## config.mk

```make
export PLATFORM = sky130hd
export DESIGN_NAME = ttsc_ctrl
export DESIGN_NICKNAME = d
export VERILOG_FILES = /design/src/rtl/core/ttsc_pkg.sv /design/src/rtl/core/ttsc_ctrl.sv
export SDC_FILE = /design/constraint.sdc
export NUM_CORES = 1
export LEC_CHECK = 0
export ABC_CLOCK_PERIOD_IN_PS = 3240
export BUFFER_PORTS_ARGS = -buffer_cell sky130_fd_sc_hd__buf_4
export CORE_UTILIZATION = 35
export DETAILED_ROUTE_END_ITERATION = 10
export HOLD_SLACK_MARGIN = 0.15
export PLACE_DENSITY = 0.56
export RECOVER_POWER = 25
export SLEW_MARGIN = 30
export SYNTH_ARGS = -nofsm -noshare
export SYNTH_HDL_FRONTEND = slang
export SYNTH_SLANG_ARGS = --single-unit
```

## constraint.sdc

```tcl
create_clock -name clock -period 3.24 [get_ports clock]
set_input_delay 0.486 -clock clock [delete_from_list [all_inputs] [get_ports clock]]
set_output_delay 0.486 -clock clock [all_outputs]
set_load 0.02 [all_outputs]
```

## src/rtl/core/ttsc_pkg.sv

```systemverilog
// ----------------------------------------------------------------------------
// ttsc_pkg: shared types and float helpers for the tridiagonal solver
// payload structs, controller codes, command/status bundles and the
// single-precision normalize and round-to-nearest-even helpers
// ----------------------------------------------------------------------------
package ttsc_pkg;

   localparam int MAX_ROWS_DEF = 64;
   localparam int ROW_W = 6;
   localparam logic [31:0] QNAN_DEF = 32'hFFC0_0000;

   typedef struct packed {
      logic [31:0] sub_diag;
      logic [31:0] main_diag;
      logic [31:0] super_diag;
      logic [31:0] rhs_value;
      logic        is_last;
   } req_type;

   typedef struct packed {
      logic [31:0]      solution;
      logic [ROW_W-1:0] row_index;
      logic             last_result;
      logic             overflow;
   } rsp_type;

   typedef enum logic [1:0] {FOP_MUL, FOP_SUB, FOP_RCP} fop_type;

   typedef enum logic [3:0] {
      SRC_A, SRC_B, SRC_D, SRC_PINV, SRC_PUP, SRC_PRHS,
      SRC_R, SRC_T, SRC_X, SRC_MINV, SRC_MUP, SRC_MRHS
   } src_type;

   typedef enum logic [2:0] {DST_R, DST_T, DST_INV, DST_RHS, DST_X} dst_type;

   typedef enum logic [3:0] {
      ST_IDLE, ST_F_INV0, ST_F_R, ST_F_CR, ST_F_PIV, ST_F_INV, ST_F_RD, ST_F_RHS,
      ST_COMMIT, ST_B_RD, ST_B_X0, ST_B_CX, ST_B_T, ST_B_X, ST_B_EMIT
   } state_type;

   typedef struct packed {
      logic             load;
      logic             issue;
      fop_type          op;
      src_type          src_a;
      src_type          src_b;
      dst_type          dst;
      logic             commit;
      logic             row0;
      logic             mem_rd;
      logic [ROW_W-1:0] row;
      logic             emit;
      logic             last;
      logic             ovf;
   } cmd_type;

   typedef struct packed {
      logic fpu_done;
   } stat_type;

   function automatic logic is_nan(input logic [31:0] x);
      return (&x[30:23]) & (|x[22:0]);
   endfunction

   function automatic logic is_inf(input logic [31:0] x);
      return (&x[30:23]) & ~(|x[22:0]);
   endfunction

   function automatic logic [31:0] quiet(input logic [31:0] x);
      return {x[31:23], 1'b1, x[21:0]};
   endfunction

   // leading zero count, 27 when all zero
   function automatic logic [4:0] lzc27(input logic [26:0] v);
      logic [4:0] n;
      n = 5'd27;
      for (int i = 0; i < 27; i++) begin
         if (v[i]) n = 5'(26 - i);
      end
      return n;
   endfunction

   // {biased exponent (signed 10), significand with leading one}
   function automatic logic [33:0] norm_unp(input logic [31:0] x);
      logic [23:0] s;
      logic [4:0]  lz;
      logic [9:0]  e;
      s = {|x[30:23], x[22:0]};
      lz = lzc27({s, 3'b000});
      s = s << lz;
      e = (x[30:23] == 8'd0) ? 10'd1 : {2'b00, x[30:23]};
      e = e - {5'd0, lz};
      return {e, s};
   endfunction

   // m[26] is the leading one, m[2:0] guard, round, sticky
   function automatic logic [31:0] pack_rne(input logic s, input logic signed [9:0] e,
                                            input logic [26:0] m);
      logic [4:0]  sh;
      logic [26:0] ms;
      logic        st;
      logic [7:0]  ef;
      logic        inc;
      logic [30:0] mag;
      if (e >= 10'sd255) return {s, 8'hFF, 23'd0};
      if (e <= 10'sd0) begin
         sh = (e < -10'sd25) ? 5'd27 : 5'(10'sd1 - e);
         ms = m >> sh;
         st = |(m & ~({27{1'b1}} << sh));
         ms[0] = ms[0] | st;
         ef = 8'd0;
      end else begin
         ms = m;
         ef = e[7:0];
      end
      inc = ms[2] & (ms[3] | ms[1] | ms[0]);
      mag = {ef, ms[25:3]} + {30'd0, inc};
      return {s, mag};
   endfunction

endpackage

```

## src/rtl/core/ttsc_ctrl.sv

```systemverilog
// ----------------------------------------------------------------------------
// ttsc_ctrl: sequencer for the forward sweep and back substitution
// issues one fp operation at a time and runs the result handshake
// ----------------------------------------------------------------------------
module ttsc_ctrl #(
   parameter int MAX_ROWS = ttsc_pkg::MAX_ROWS_DEF
) (
   input  logic               clock,
   input  logic               reset,
   input  logic               req_valid,
   input  logic               req_is_last,
   output logic               req_ready,
   output logic               rsp_valid,
   input  logic               rsp_ready,
   input  ttsc_pkg::stat_type stat,
   output ttsc_pkg::cmd_type  cmd
);

   localparam logic [ttsc_pkg::ROW_W-1:0] LAST_IDX = ttsc_pkg::ROW_W'(MAX_ROWS - 1);
   localparam logic [ttsc_pkg::ROW_W-1:0] ONE_IDX  = ttsc_pkg::ROW_W'(1);

   ttsc_pkg::state_type state_ff, state_in, step_next;
   logic                      busy_ff, busy_in;
   logic [ttsc_pkg::ROW_W-1:0] cnt_ff, cnt_in;
   logic [ttsc_pkg::ROW_W-1:0] bidx_ff, bidx_in;
   logic                      last_ff, last_in;
   logic                      ovf_ff, ovf_in;
   logic                      first_ff, first_in;
   logic                      rsp_valid_ff, rsp_valid_in;
   logic                      step;
   logic                      ovf_now;

   always_ff @(posedge clock) begin
      if (reset) begin
         state_ff     <= ttsc_pkg::ST_IDLE;
         busy_ff      <= 1'b0;
         cnt_ff       <= '0;
         bidx_ff      <= '0;
         last_ff      <= 1'b0;
         ovf_ff       <= 1'b0;
         first_ff     <= 1'b0;
         rsp_valid_ff <= 1'b0;
      end else begin
         state_ff     <= state_in;
         busy_ff      <= busy_in;
         cnt_ff       <= cnt_in;
         bidx_ff      <= bidx_in;
         last_ff      <= last_in;
         ovf_ff       <= ovf_in;
         first_ff     <= first_in;
         rsp_valid_ff <= rsp_valid_in;
      end
   end

   always_comb begin
      cmd          = '0;
      state_in     = state_ff;
      busy_in      = busy_ff;
      cnt_in       = cnt_ff;
      bidx_in      = bidx_ff;
      last_in      = last_ff;
      ovf_in       = ovf_ff;
      first_in     = first_ff;
      rsp_valid_in = rsp_valid_ff & ~rsp_ready;
      req_ready    = 1'b0;
      step         = 1'b0;
      step_next    = ttsc_pkg::ST_IDLE;
      ovf_now      = ~req_is_last && (cnt_ff == LAST_IDX);

      unique case (state_ff)
         ttsc_pkg::ST_IDLE: begin
            req_ready = 1'b1;
            if (req_valid) begin
               cmd.load = 1'b1;
               ovf_in   = ovf_now;
               last_in  = req_is_last | ovf_now;
               state_in = (cnt_ff == '0) ? ttsc_pkg::ST_F_INV0 : ttsc_pkg::ST_F_R;
            end
         end
         ttsc_pkg::ST_F_INV0: begin
            step = 1'b1; cmd.op = ttsc_pkg::FOP_RCP;
            cmd.src_a = ttsc_pkg::SRC_B; cmd.src_b = ttsc_pkg::SRC_B;
            cmd.dst = ttsc_pkg::DST_INV; step_next = ttsc_pkg::ST_COMMIT;
         end
         ttsc_pkg::ST_F_R: begin
            step = 1'b1; cmd.op = ttsc_pkg::FOP_MUL;
            cmd.src_a = ttsc_pkg::SRC_A; cmd.src_b = ttsc_pkg::SRC_PINV;
            cmd.dst = ttsc_pkg::DST_R; step_next = ttsc_pkg::ST_F_CR;
         end
         ttsc_pkg::ST_F_CR: begin
            step = 1'b1; cmd.op = ttsc_pkg::FOP_MUL;
            cmd.src_a = ttsc_pkg::SRC_PUP; cmd.src_b = ttsc_pkg::SRC_R;
            cmd.dst = ttsc_pkg::DST_T; step_next = ttsc_pkg::ST_F_PIV;
         end
         ttsc_pkg::ST_F_PIV: begin
            step = 1'b1; cmd.op = ttsc_pkg::FOP_SUB;
            cmd.src_a = ttsc_pkg::SRC_B; cmd.src_b = ttsc_pkg::SRC_T;
            cmd.dst = ttsc_pkg::DST_T; step_next = ttsc_pkg::ST_F_INV;
         end
         ttsc_pkg::ST_F_INV: begin
            step = 1'b1; cmd.op = ttsc_pkg::FOP_RCP;
            cmd.src_a = ttsc_pkg::SRC_T; cmd.src_b = ttsc_pkg::SRC_T;
            cmd.dst = ttsc_pkg::DST_INV; step_next = ttsc_pkg::ST_F_RD;
         end
         ttsc_pkg::ST_F_RD: begin
            step = 1'b1; cmd.op = ttsc_pkg::FOP_MUL;
            cmd.src_a = ttsc_pkg::SRC_R; cmd.src_b = ttsc_pkg::SRC_PRHS;
            cmd.dst = ttsc_pkg::DST_T; step_next = ttsc_pkg::ST_F_RHS;
         end
         ttsc_pkg::ST_F_RHS: begin
            step = 1'b1; cmd.op = ttsc_pkg::FOP_SUB;
            cmd.src_a = ttsc_pkg::SRC_D; cmd.src_b = ttsc_pkg::SRC_T;
            cmd.dst = ttsc_pkg::DST_RHS; step_next = ttsc_pkg::ST_COMMIT;
         end
         ttsc_pkg::ST_COMMIT: begin
            cmd.commit = 1'b1;
            cmd.row    = cnt_ff;
            cmd.row0   = (cnt_ff == '0);
            if (last_ff) begin
               bidx_in  = cnt_ff;
               cnt_in   = '0;
               first_in = 1'b1;
               state_in = ttsc_pkg::ST_B_RD;
            end else begin
               cnt_in   = cnt_ff + ONE_IDX;
               state_in = ttsc_pkg::ST_IDLE;
            end
         end
         ttsc_pkg::ST_B_RD: begin
            cmd.mem_rd = 1'b1;
            cmd.row    = bidx_ff;
            state_in   = first_ff ? ttsc_pkg::ST_B_X0 : ttsc_pkg::ST_B_CX;
         end
         ttsc_pkg::ST_B_X0: begin
            step = 1'b1; cmd.op = ttsc_pkg::FOP_MUL;
            cmd.src_a = ttsc_pkg::SRC_MRHS; cmd.src_b = ttsc_pkg::SRC_MINV;
            cmd.dst = ttsc_pkg::DST_X; step_next = ttsc_pkg::ST_B_EMIT;
         end
         ttsc_pkg::ST_B_CX: begin
            step = 1'b1; cmd.op = ttsc_pkg::FOP_MUL;
            cmd.src_a = ttsc_pkg::SRC_MUP; cmd.src_b = ttsc_pkg::SRC_X;
            cmd.dst = ttsc_pkg::DST_T; step_next = ttsc_pkg::ST_B_T;
         end
         ttsc_pkg::ST_B_T: begin
            step = 1'b1; cmd.op = ttsc_pkg::FOP_SUB;
            cmd.src_a = ttsc_pkg::SRC_MRHS; cmd.src_b = ttsc_pkg::SRC_T;
            cmd.dst = ttsc_pkg::DST_T; step_next = ttsc_pkg::ST_B_X;
         end
         ttsc_pkg::ST_B_X: begin
            step = 1'b1; cmd.op = ttsc_pkg::FOP_MUL;
            cmd.src_a = ttsc_pkg::SRC_T; cmd.src_b = ttsc_pkg::SRC_MINV;
            cmd.dst = ttsc_pkg::DST_X; step_next = ttsc_pkg::ST_B_EMIT;
         end
         ttsc_pkg::ST_B_EMIT: begin
            if (!rsp_valid_ff || rsp_ready) begin
               cmd.emit     = 1'b1;
               cmd.row      = bidx_ff;
               cmd.last     = (bidx_ff == '0);
               cmd.ovf      = ovf_ff;
               rsp_valid_in = 1'b1;
               first_in     = 1'b0;
               if (bidx_ff == '0) begin
                  state_in = ttsc_pkg::ST_IDLE;
               end else begin
                  bidx_in  = bidx_ff - ONE_IDX;
                  state_in = ttsc_pkg::ST_B_RD;
               end
            end
         end
         default: state_in = ttsc_pkg::ST_IDLE;
      endcase

      // issue once, then wait for the unit
      if (step) begin
         if (!busy_ff) begin
            cmd.issue = 1'b1;
            busy_in   = 1'b1;
         end else if (stat.fpu_done) begin
            busy_in  = 1'b0;
            state_in = step_next;
         end
      end
   end

   assign rsp_valid = rsp_valid_ff;

endmodule

```

==> results of run 1 <==
state kept, by name, indices dropped and copies added, names as in the netlist:
name / count
bidx_ff: 6
rsp_valid: 1
last_ff: 1
state_ff: 4
first_ff: 1
cnt_ff: 6
busy_ff: 1
ovf_ff: 1
area by class of cell:
type,instances,area (um^2)
flip-flops and latches,21,420
well taps,52,65.1
inverters,13,50.0
multi-input cells,178,1100
clock inverters,1,5.00
clock buffers,3,41.3
repair buffers,39,278
fillers,477,2550
power groups by stage:
stage | Sequential, uW | Combinational (uW) | Clock [uW]
floorplan | 280 | 158 | 0
global placement | 299 | 211 | 0
detailed placement | 298 | 211 | 0
CTS | 292 | 212 | 193
global route | 295 | 227 | 206
finish | 291 | 206 | 186
through the flow:
stage / std cells / cell area, um^2
floorplan: 232 / 1690
global placement: 303 / 1940
detailed placement: 303 / 1940
CTS: 307 / 1990
global route: 307 / 1960
finish: 307 / 1960
cell usage after synthesis (all sizes together) (3+ instances only):
master,count
and2,3
nand2,27
nor2,17
ha,4
nand2b,3
inv,12
o22ai,5
dfxtp,21
clkbuf,10
nor4,4
buf,10
o31ai,3
nor3,8
a31oi,5
o21ai,12
a22o,7
nand3b,5
nor2b,5
a21oi,21
nand3,10
and3,6
layout by cell type (no fill, tap or decap), types with 4 or more instances in the layout:
cell type / netlist / layout
ha_1: 4 / 4
and3_1: 6 / 6
nor2_1: 16 / 17
nor2b_1: 5 / 5
o22ai_1: 5 / 5
buf_4: 0 / 35
nand2_1: 27 / 27
a31oi_1: 5 / 5
a22o_1: 7 / 7
nor3_1: 7 / 8
inv_1: 12 / 12
clkbuf_1: 10 / 4
dfxtp_1: 21 / 21
nand3b_1: 4 / 4
nand3_1: 10 / 10
o21ai_0: 11 / 11
a21oi_1: 20 / 20
critical path, delay by kind of cell, from the launching register on:
kind	cells	cell delay, ps
and+or+nand+nor	1	340
buffers and inverters	2	580
AOI/OAI and AO/OA	1	360
DFF	1	650
metal layers:
layer,vias up,GRT usage
met4,0,0.0349
met2,46,0.293
met5,-,0
li1,895,-
met1,793,0.287
met3,4,0.0394
how the worst max path moves through the flow:
stage / endpoint / cells past startpoint / start
2_1_floorplan: cmd[21] / 5 / state_ff[2]
3_3_place_gp: cmd[4] / 5 / state_ff[1]
3_5_place_dp: cmd[4] / 5 / state_ff[1]
4_1_cts: cmd[8] / 5 / state_ff[1]
5_1_grt: cmd[5] / 4 / state_ff[1]
6_report: cmd[8] / 4 / state_ff[1]
cells by family (layout without fill, tap and decap cells):
family | after synthesis | count (layout) | share of synthesized area
AOI/OAI and AO/OA | 75 | 75 | 0.298
xor gates and xnor gates | 2 | 2 | 0.0103
adders and majority gates | 4 | 4 | 0.0295
buffers and inverters | 33 | 56 | 0.0938
DFF | 21 | 21 | 0.248
muxes | 1 | 1 | 0.00665
and+or+nand+nor | 96 | 96 | 0.314
==> reports/qor.txt, run 1 <==
IO Count: 35
Hold Fails Final Rpt: 0
Design Power: 683 uW
Area contributors post-synth: dfxtp_1 (25%), nand2_1 (6.0%), a21oi_1 (5.9%), a22o_1 (3.6%), nor2_1 (3.5%)
Sink Count: 21
Setup bufs post-CTS: 0
RR Endpoint: state_ff[0]
Hold Slack: 473 ps
Max cap viols: 0
Placer Congestion: 0.882
Starting DRT DRC Count: 103
Synth cell types: 55
Reg2reg path depth: 5
Post-synth EDFFs: 0
Worst-path fanout max: 17
Post-synth top area share: 0.248
Clock Skews: 1.63 ps
Number of port buffers: 34
Outcome: complete, no violations
NetSw: 246 uW
Max transition margin: 0.646
RSZ-0062 raised after global routing: false
Worst hold path cell count: 2
Logic gate share of total power: 0.301
Sw Share: 0.360
Avg Synthesized Cell Area: 7.30 um^2
Crit-path cells: or4b_1 -> clkinvlp_2 -> a22o_1 -> buf_4
HPWL Detailed: 3370 um
Sequential power share: 0.426
Mapped cell area: 1690 um^2
CP Data Arrival Time: 2220 ps
LEAKAGE: 0.000806 uW
Largest stage delay, worst path: 650 ps
Final core utilization: 0.434
Clock Latency Late Sink: 270 ps
Vias in the first global route: 1,576
First-pass GRT wire length: 7910 um
Clock power share: 0.272
Reg2reg setup slack: 1060 ps
Startpoint Class: flop
Hold wc startpoint: ovf_ff
Synthesis Warnings: 0
Cts bufs inserted: 3
Synth-to-Final Area Change: 15.4%
Wire length on met2: 2070 um
#FFs+latches synth: 21
Hold/Removal Path Class: flop to flop
Layout cell share with drive strength beyond 1: 0.184
Reg2reg start: state_ff[0]
Final setup viols: 0
Die height: 71.6 um
Worst-margin pin slew: 527 ps
Syn Nets: 242
Nets: 266
Total gr overflow: 0
WL met1: 2330 um
H-tree levels: 1
# DRC: 0
Total routed wirelength: 4720 um
Wire length per cell: 15.4 um
Largest area contributor in the netlist: dfxtp_1
DR top layer: met4
Final Max Slew Viols: 0
Maximum vdd drop: 0.170 mV
P_int: 437 uW
CP required: 2750 ps
Metal3 WL: 301 um
Crit Path Category: flop to primary output
FFs w/ async S/R, synth: 0
Drt pass-1 iters: 4
Final WS setup: 539 ps
Crit share post-route: 0.834
Core area: 4500 um^2
Sequential fraction of the synthesis area: 0.248
CTS max path bufs: 2
Place WS: 915 ps
Die Area: 5120 um^2
Reg clk slew, reported paths: 90 ps
CTS tree: built
Post-detailed-route count of antenna-violating nets: 0
Die X: 71.6 um
TNS Setup: 0 ps
Hold Buf Count CTS: 0
CTS resizes: 0
Commonest register cell after synthesis: dfxtp_1
Total GRT Usage: 0.194
Critical path's slowest cell: dfxtp_1
Initial antenna violation count: 0
Mapped Cells: 232
Worst Hold End: ovf_ff
Power density cells: 349 nW/um^2
Crit. End Element: primary output
Clk root buf: clkbuf_8
Initial Util: 0.376
Vias post-DR: 1,738
Fin crit period: 2700 ps
Vias per std cell: 5.66
N_diodes: 0
Row count: 24
Largest net degree at the start of global routing: 25
F_max: 370 MHz
No activity file was read; power rests on OpenSTA's default activity.
==> run 2, diff against run 1 <==
--- a/config.mk
+++ b/config.mk
@@ -5,7 +5,7 @@
 export SDC_FILE = /design/constraint.sdc
 export NUM_CORES = 1
 export LEC_CHECK = 0
-export ABC_CLOCK_PERIOD_IN_PS = 3240
+export ABC_CLOCK_PERIOD_IN_PS = 2600
 export BUFFER_PORTS_ARGS = -buffer_cell sky130_fd_sc_hd__buf_4
 export CORE_UTILIZATION = 35
 export DETAILED_ROUTE_END_ITERATION = 10
==> constraint.sdc (replaced) <==
create_clock -name clock -period 2.6 [get_ports clock]
set_input_delay 0.39 -clock clock [delete_from_list [all_inputs] [get_ports clock]]
set_output_delay 0.39 -clock clock [all_outputs]
set_load 0.02 [all_outputs]
==> run 2 against run 1 <==
Net effect:
- register-to-register slack lost 350 ps
- hold slack worse by 96 ps
- final cell count is 0.65% higher
==> reports/qor.txt, run 2 (synthesis results as in run 1) <==
Vias post-DR: 1,798 (was 1,738)
CP Data Arrival Time: 1900 ps (was 2220 ps)
Fin crit period: 2290 ps
Total routed wirelength: 4790 um (was 4720 um)
Initial Util: 0.376 (unchanged)
Hold wc startpoint: req_is_last (was ovf_ff)
Total gr overflow: 0 (unchanged)
Worst-margin pin slew: 555 ps (was 527 ps)
Leading cell type in the layout, fill and taps excluded: buf_4 (unchanged)
Final setup viols: 0 (unchanged)
Reg2reg start: state_ff[1] (was state_ff[0])
Area of the multi-input gates: 1100 um^2 (unchanged)
Clock Latency Late Sink: 270 ps (about the same)
Hold Buf Count CTS: 0 (unchanged)
Worst hold path cell count: 3 (was 2)
Worst-path fanout max: 11 (was 17)
Placer Congestion: 0.885 (was 0.882)
H-tree levels: 1 (unchanged)
Hold/Removal Path Class: input port to flop (was flop to flop)
RSZ-0062 raised after global routing: false (unchanged)
Setup bufs post-CTS: 0 (unchanged)
Die X: 71.6 um (unchanged)
Synth-to-Final Area Change: 17.0% (was 15.4%)
CTS max path bufs: 2 (unchanged)
Layout cell share with drive strength beyond 1: 0.202 (was 0.184)
Clock Skews: 12.7 ps (was 1.63 ps)
Core area: 4500 um^2 (unchanged)
Reg2reg setup slack: 710 ps (was 1060 ps)
Reg area: 420 um^2 (unchanged)
Top Registers: bidx_ff: 6 flops, cnt_ff: 6 flops, state_ff: 4 flops (unchanged)
Commonest cells after routing, fill and taps aside: buf_4 (40), nand2_1 (27), dfxtp_1 (21), a21oi_1 (20), nor2_1 (17) (was buf_4 (35), nand2_1 (27), dfxtp_1 (21), a21oi_1 (20), nor2_1 (17))
F_max: 436 MHz
Crit Path Category: flop to primary output (unchanged)
CTS resizes: 0 (unchanged)
Maximum vdd drop: 0.253 mV (was 0.170 mV)
First-pass GRT wire length: 7790 um (was 7910 um)
Clk root buf: clkbuf_8 (unchanged)
Reg clk slew, reported paths: 90 ps (about the same)
Die Area: 5120 um^2 (unchanged)
Post-detailed-route count of antenna-violating nets: 0 (unchanged)
Wire length per cell: 15.5 um (was 15.4 um)
RR Endpoint: bidx_ff[2] (was state_ff[0])
Drt pass-1 iters: 4 (unchanged)
Die height: 71.6 um (unchanged)
Row count: 24 (unchanged)
Hold Fails Final Rpt: 0 (unchanged)
Nets: 268 (was 266)
TNS Setup: 0 ps (unchanged)
CTS tree: built (unchanged)
Design Power: 853 uW (was 683 uW)
Number of port buffers: 34 (unchanged)
# DRC: 0 (unchanged)
LEAKAGE: 0.000835 uW (was 0.000806 uW)
Vias per std cell: 5.82 (was 5.66)
Cts bufs inserted: 3 (unchanged)
Crit share post-route: 0.881
Fillers: 485 (was 477)
HPWL Detailed: 3420 um (was 3370 um)
Vias in the first global route: 1,546 (was 1,576)
Initial antenna violation count: 0 (unchanged)
Reg2reg path depth: 5 (unchanged)
Largest net degree at the start of global routing: 26 (was 25)
Max cap viols: 0 (unchanged)
Final Max Slew Viols: 0 (unchanged)
Crit. End Element: primary output (unchanged)
Max transition margin: 0.628 (was 0.646)
Total GRT Usage: 0.191 (was 0.194)
Final core utilization: 0.440 (was 0.434)
Starting DRT DRC Count: 120 (was 103)
Startpoint Class: flop (unchanged)
Sink Count: 21 (unchanged)
Worst Hold End: last_ff (was ovf_ff)
N_diodes: 0 (unchanged)
CP required: 2210 ps (was 2750 ps)
Power density cells: 430 nW/um^2 (was 349 nW/um^2)
Outcome: complete, no violations (unchanged)
IO Count: 35 (unchanged)
==> run 2: changes by cell type in the layout (fill, tap and decap cells not counted), sizes merged <==
cell	change
clkinvlp	-1
buf	+5
clkinv	+1
clkbuf	-3
==> run 2: cell type report <==
cell class	count	share of cell area
tap	52	0.0328
clock buffer	3	0.0208
sequential	21	0.212
inverter	13	0.0253
timing repair buffer	41	0.153
multi-input combinational	178	0.553
clock inverter	1	0.00253
==> run 2: through the flow <==
stage	setup slack, ps	cell area (um^2)	hold WS [ps]	instances
after floorplan	666	1690	427	232
after global placement	587	1960	442	305
after detailed placement	534	1960	454	305
after CTS	237	2000	376	309
after global routing	202	1980	390	309
final	308	1980	376	309
==> run 2: worst max-delay path by stage <==
| stage | from | to | cells past startpoint |
|---|---|---|---|
| after floorplan | state_ff[2] | cmd[21] | 5 |
| after global placement | state_ff[3] | cmd[5] | 4 |
| after detailed placement | state_ff[3] | cmd[3] | 4 |
| after CTS | state_ff[3] | cmd[3] | 4 |
| after global routing | state_ff[3] | cmd[3] | 4 |
| final | state_ff[3] | cmd[3] | 4 |
==> run 2: power by group <==
group / leakage [uW] / internal [uW] / switching (uW)
Combinational: 0.000639 / 111 / 171
Sequential: 0.000170 / 332 / 10.8
Clock: 0.0000255 / 107 / 120
==> run 2: routing by layer <==
layer  routed length [um]  GRT usage  vias up
met4                   29     0.0261        0
met3                  265     0.0295        4
met5                    0          0        -
met2                 2060      0.274       60
li1                     -          -      894
met1                 2430      0.304      840
==> run 2: worst max-delay path, cell delays in order (launching register included) <==
cell and delay [ps]:
dfxtp_1 510, or4b_1 600, clkinv_2 210, a22o_1 180, buf_4 140
==> run 3, diff against run 2 <==
--- a/config.mk
+++ b/config.mk
@@ -7,6 +7,7 @@
 export LEC_CHECK = 0
 export ABC_CLOCK_PERIOD_IN_PS = 2600
 export BUFFER_PORTS_ARGS = -buffer_cell sky130_fd_sc_hd__buf_4
+export CORE_ASPECT_RATIO = 1.25
 export CORE_UTILIZATION = 35
 export DETAILED_ROUTE_END_ITERATION = 10
 export HOLD_SLACK_MARGIN = 0.15
==> run 3 against run 2 <==
Net effect:
- power is 1.3% higher
- maximum frequency decreased by 1.4%
- largest power group unchanged
- combinational power barely moved
- highest routed layer unchanged
- critical path type unchanged
- hold slack gained 3.3 ps
==> reports/qor.txt, run 3 (synthesis results as in run 1) <==
Outcome: complete, no violations (unchanged)
Sink Count: 21 (unchanged)
Total GRT Usage: 0.201 (was 0.191)
Design Power: 864 uW (was 853 uW)
Final setup viols: 0 (unchanged)
Die X: 64.2 um (was 71.6 um)
Total routed wirelength: 4880 um (was 4790 um)
Clock Skews: 6.07 ps (was 12.7 ps)
Drt pass-1 iters: 4 (unchanged)
Max cap viols: 0 (unchanged)
H-tree levels: 1 (unchanged)
Crit. End Element: primary output (unchanged)
Logic gate share of total power: 0.325 (was 0.331)
Vias post-DR: 1,805 (was 1,798)
RSZ-0062 raised after global routing: false (unchanged)
Critical path buffers and inverters: 2 (unchanged)
# DRC: 0 (unchanged)
CTS resizes: 0 (unchanged)
Number of port buffers: 34 (unchanged)
Worst-path fanout max: 19 (was 11)
CP Data Arrival Time: 1930 ps (was 1900 ps)
CP required: 2210 ps (about the same)
CTS max path bufs: 2 (unchanged)
Core area: 4530 um^2 (was 4500 um^2)
Largest net degree at the start of global routing: 25 (was 26)
Commonest cells after routing, fill and taps aside: buf_4 (40), nand2_1 (27), dfxtp_1 (21), a21oi_1 (20), nor2_1 (17) (unchanged)
Initial Util: 0.374 (was 0.376)
Fin crit period: 2320 ps (was 2290 ps)
Reg clk slew, reported paths: 90 ps (about the same)
IO Count: 35 (unchanged)
TNS Setup: 0 ps (unchanged)
Crit-path cells: buf_4 -> nand2b_1 -> o21ai_1 -> a22o_1 -> buf_4 (was or4b_1 -> clkinv_2 -> a22o_1 -> buf_4)
Nets: 268 (unchanged)
Crit share post-route: 0.894 (was 0.881)
Power density cells: 434 nW/um^2 (was 430 nW/um^2)
Largest stage delay, worst path: 430 ps (was 600 ps)
HPWL Detailed: 3510 um (was 3420 um)
P_int: 553 uW (was 551 uW)
Crit Path Category: flop to primary output (unchanged)
Final Max Slew Viols: 0 (unchanged)
Worst-margin pin slew: 548 ps (was 555 ps)
Hold Buf Count CTS: 0 (unchanged)
Max transition margin: 0.631 (was 0.628)
Fillers: 512 (was 485)
Hold Fails Final Rpt: 0 (unchanged)
Placer Congestion: 0.850 (was 0.885)
CTS tree: built (unchanged)
Setup bufs post-CTS: 0 (unchanged)
Sequential power share: 0.403 (about the same)
Initial antenna violation count: 0 (unchanged)
Critical path's slowest cell: o21ai_1 (was or4b_1)
Sw Share: 0.360 (was 0.354)
Maximum vdd drop: 0.179 mV (was 0.253 mV)
Vias per std cell: 5.73 (was 5.82)
NetSw: 311 uW (was 302 uW)
F_max: 430 MHz (was 436 MHz)
Most used cell along the critical path: buf_4
Top Registers: bidx_ff: 6 flops, cnt_ff: 6 flops, state_ff: 4 flops (unchanged)
Vias in the first global route: 1,685 (was 1,546)
Clock Latency Late Sink: 270 ps (about the same)
Starting DRT DRC Count: 132 (was 120)
Die Area: 5120 um^2 (about the same)
Clk root buf: clkbuf_8 (unchanged)
LEAKAGE: 0.000831 uW (was 0.000835 uW)
First-pass GRT wire length: 8160 um (was 7790 um)
Die height: 79.8 um (was 71.6 um)
Synth-to-Final Area Change: 17.6% (was 17.0%)
Leading cell type in the layout, fill and taps excluded: buf_4 (unchanged)
Hold/Removal Path Class: input port to flop (unchanged)
Layout cell share with drive strength beyond 1: 0.202 (unchanged)
Delay-heaviest family, CP: compound AO/OA/AOI/OAI gates (was simple AND/OR/NAND/NOR gates)
Total gr overflow: 0 (unchanged)
Row count: 27 (was 24)
Cts bufs inserted: 3 (unchanged)
Wire length per cell: 15.5 um (about the same)
Startpoint Class: flop (unchanged)
Post-detailed-route count of antenna-violating nets: 0 (unchanged)
Clock power share: 0.272 (was 0.266)
N_diodes: 0 (unchanged)
## run 3: cell count changes in the layout (fill, tap and decap cells not counted)
cell,delta
clkinv_2,-1
clkinvlp_4,+1
## run 3: per-layer routing
layer | global-route usage | wire [um] | vias to the layer above
met3 | 0.0257 | 156 | 9
met5 | 0 | 0 | -
met2 | 0.340 | 2410 | 49
li1 | - | - | 898
met4 | 0.0867 | 101 | 0
met1 | 0.254 | 2210 | 849
## run 3: area by class of cell
cell class                      instances  area [um^2]  area share
Timing Repair Buffer                   41          304       0.153
Clock buffer                            3         41.3      0.0207
Multi-Input combinational cell        178         1100       0.550
Tap cell                               58         72.6      0.0364
Inverter                               13         50.0      0.0251
Clock inverter                          1         7.51     0.00377
Sequential cell                        21          420       0.211
## run 3: worst paths after layout
check                                  from          end  slack [ps]  depth (start not counted)
worst max register to register  state_ff[0]  state_ff[0]         620                          5
worst min-delay path            req_is_last      last_ff         380                          3
worst max-delay path            state_ff[2]       cmd[8]         280                          5
worst min register to register       ovf_ff       ovf_ff         460                          2
## run 3: worst min-delay path, stage by stage
cell and delay [ps]:
buf_4 110, inv_1 40, a311oi_1 70
## run 3: power by group through the flow
stage	clock, uW	combinational [uW]	sequential, uW
after global routing	248	308	351
after detailed placement	0	284	356
after global placement	0	286	355
after floorplan	0	197	349
after CTS	236	285	348
final	235	281	348
## run 3: metrics by stage
| stage | utilization | setup slack [ps] | cell area [um^2] | instances | hold WS, ps |
|---|---|---|---|---|---|
| after floorplan | - | 666 | 1690 | 232 | 427 |
| after CTS | 0.445 | 251 | 2010 | 315 | 381 |
| after global placement | 0.434 | 586 | 1970 | 311 | 442 |
| after global routing | 0.440 | 132 | 1990 | 315 | 389 |
| after detailed placement | 0.434 | 558 | 1970 | 311 | 450 |
| final | 0.440 | 276 | 1990 | 315 | 380 |
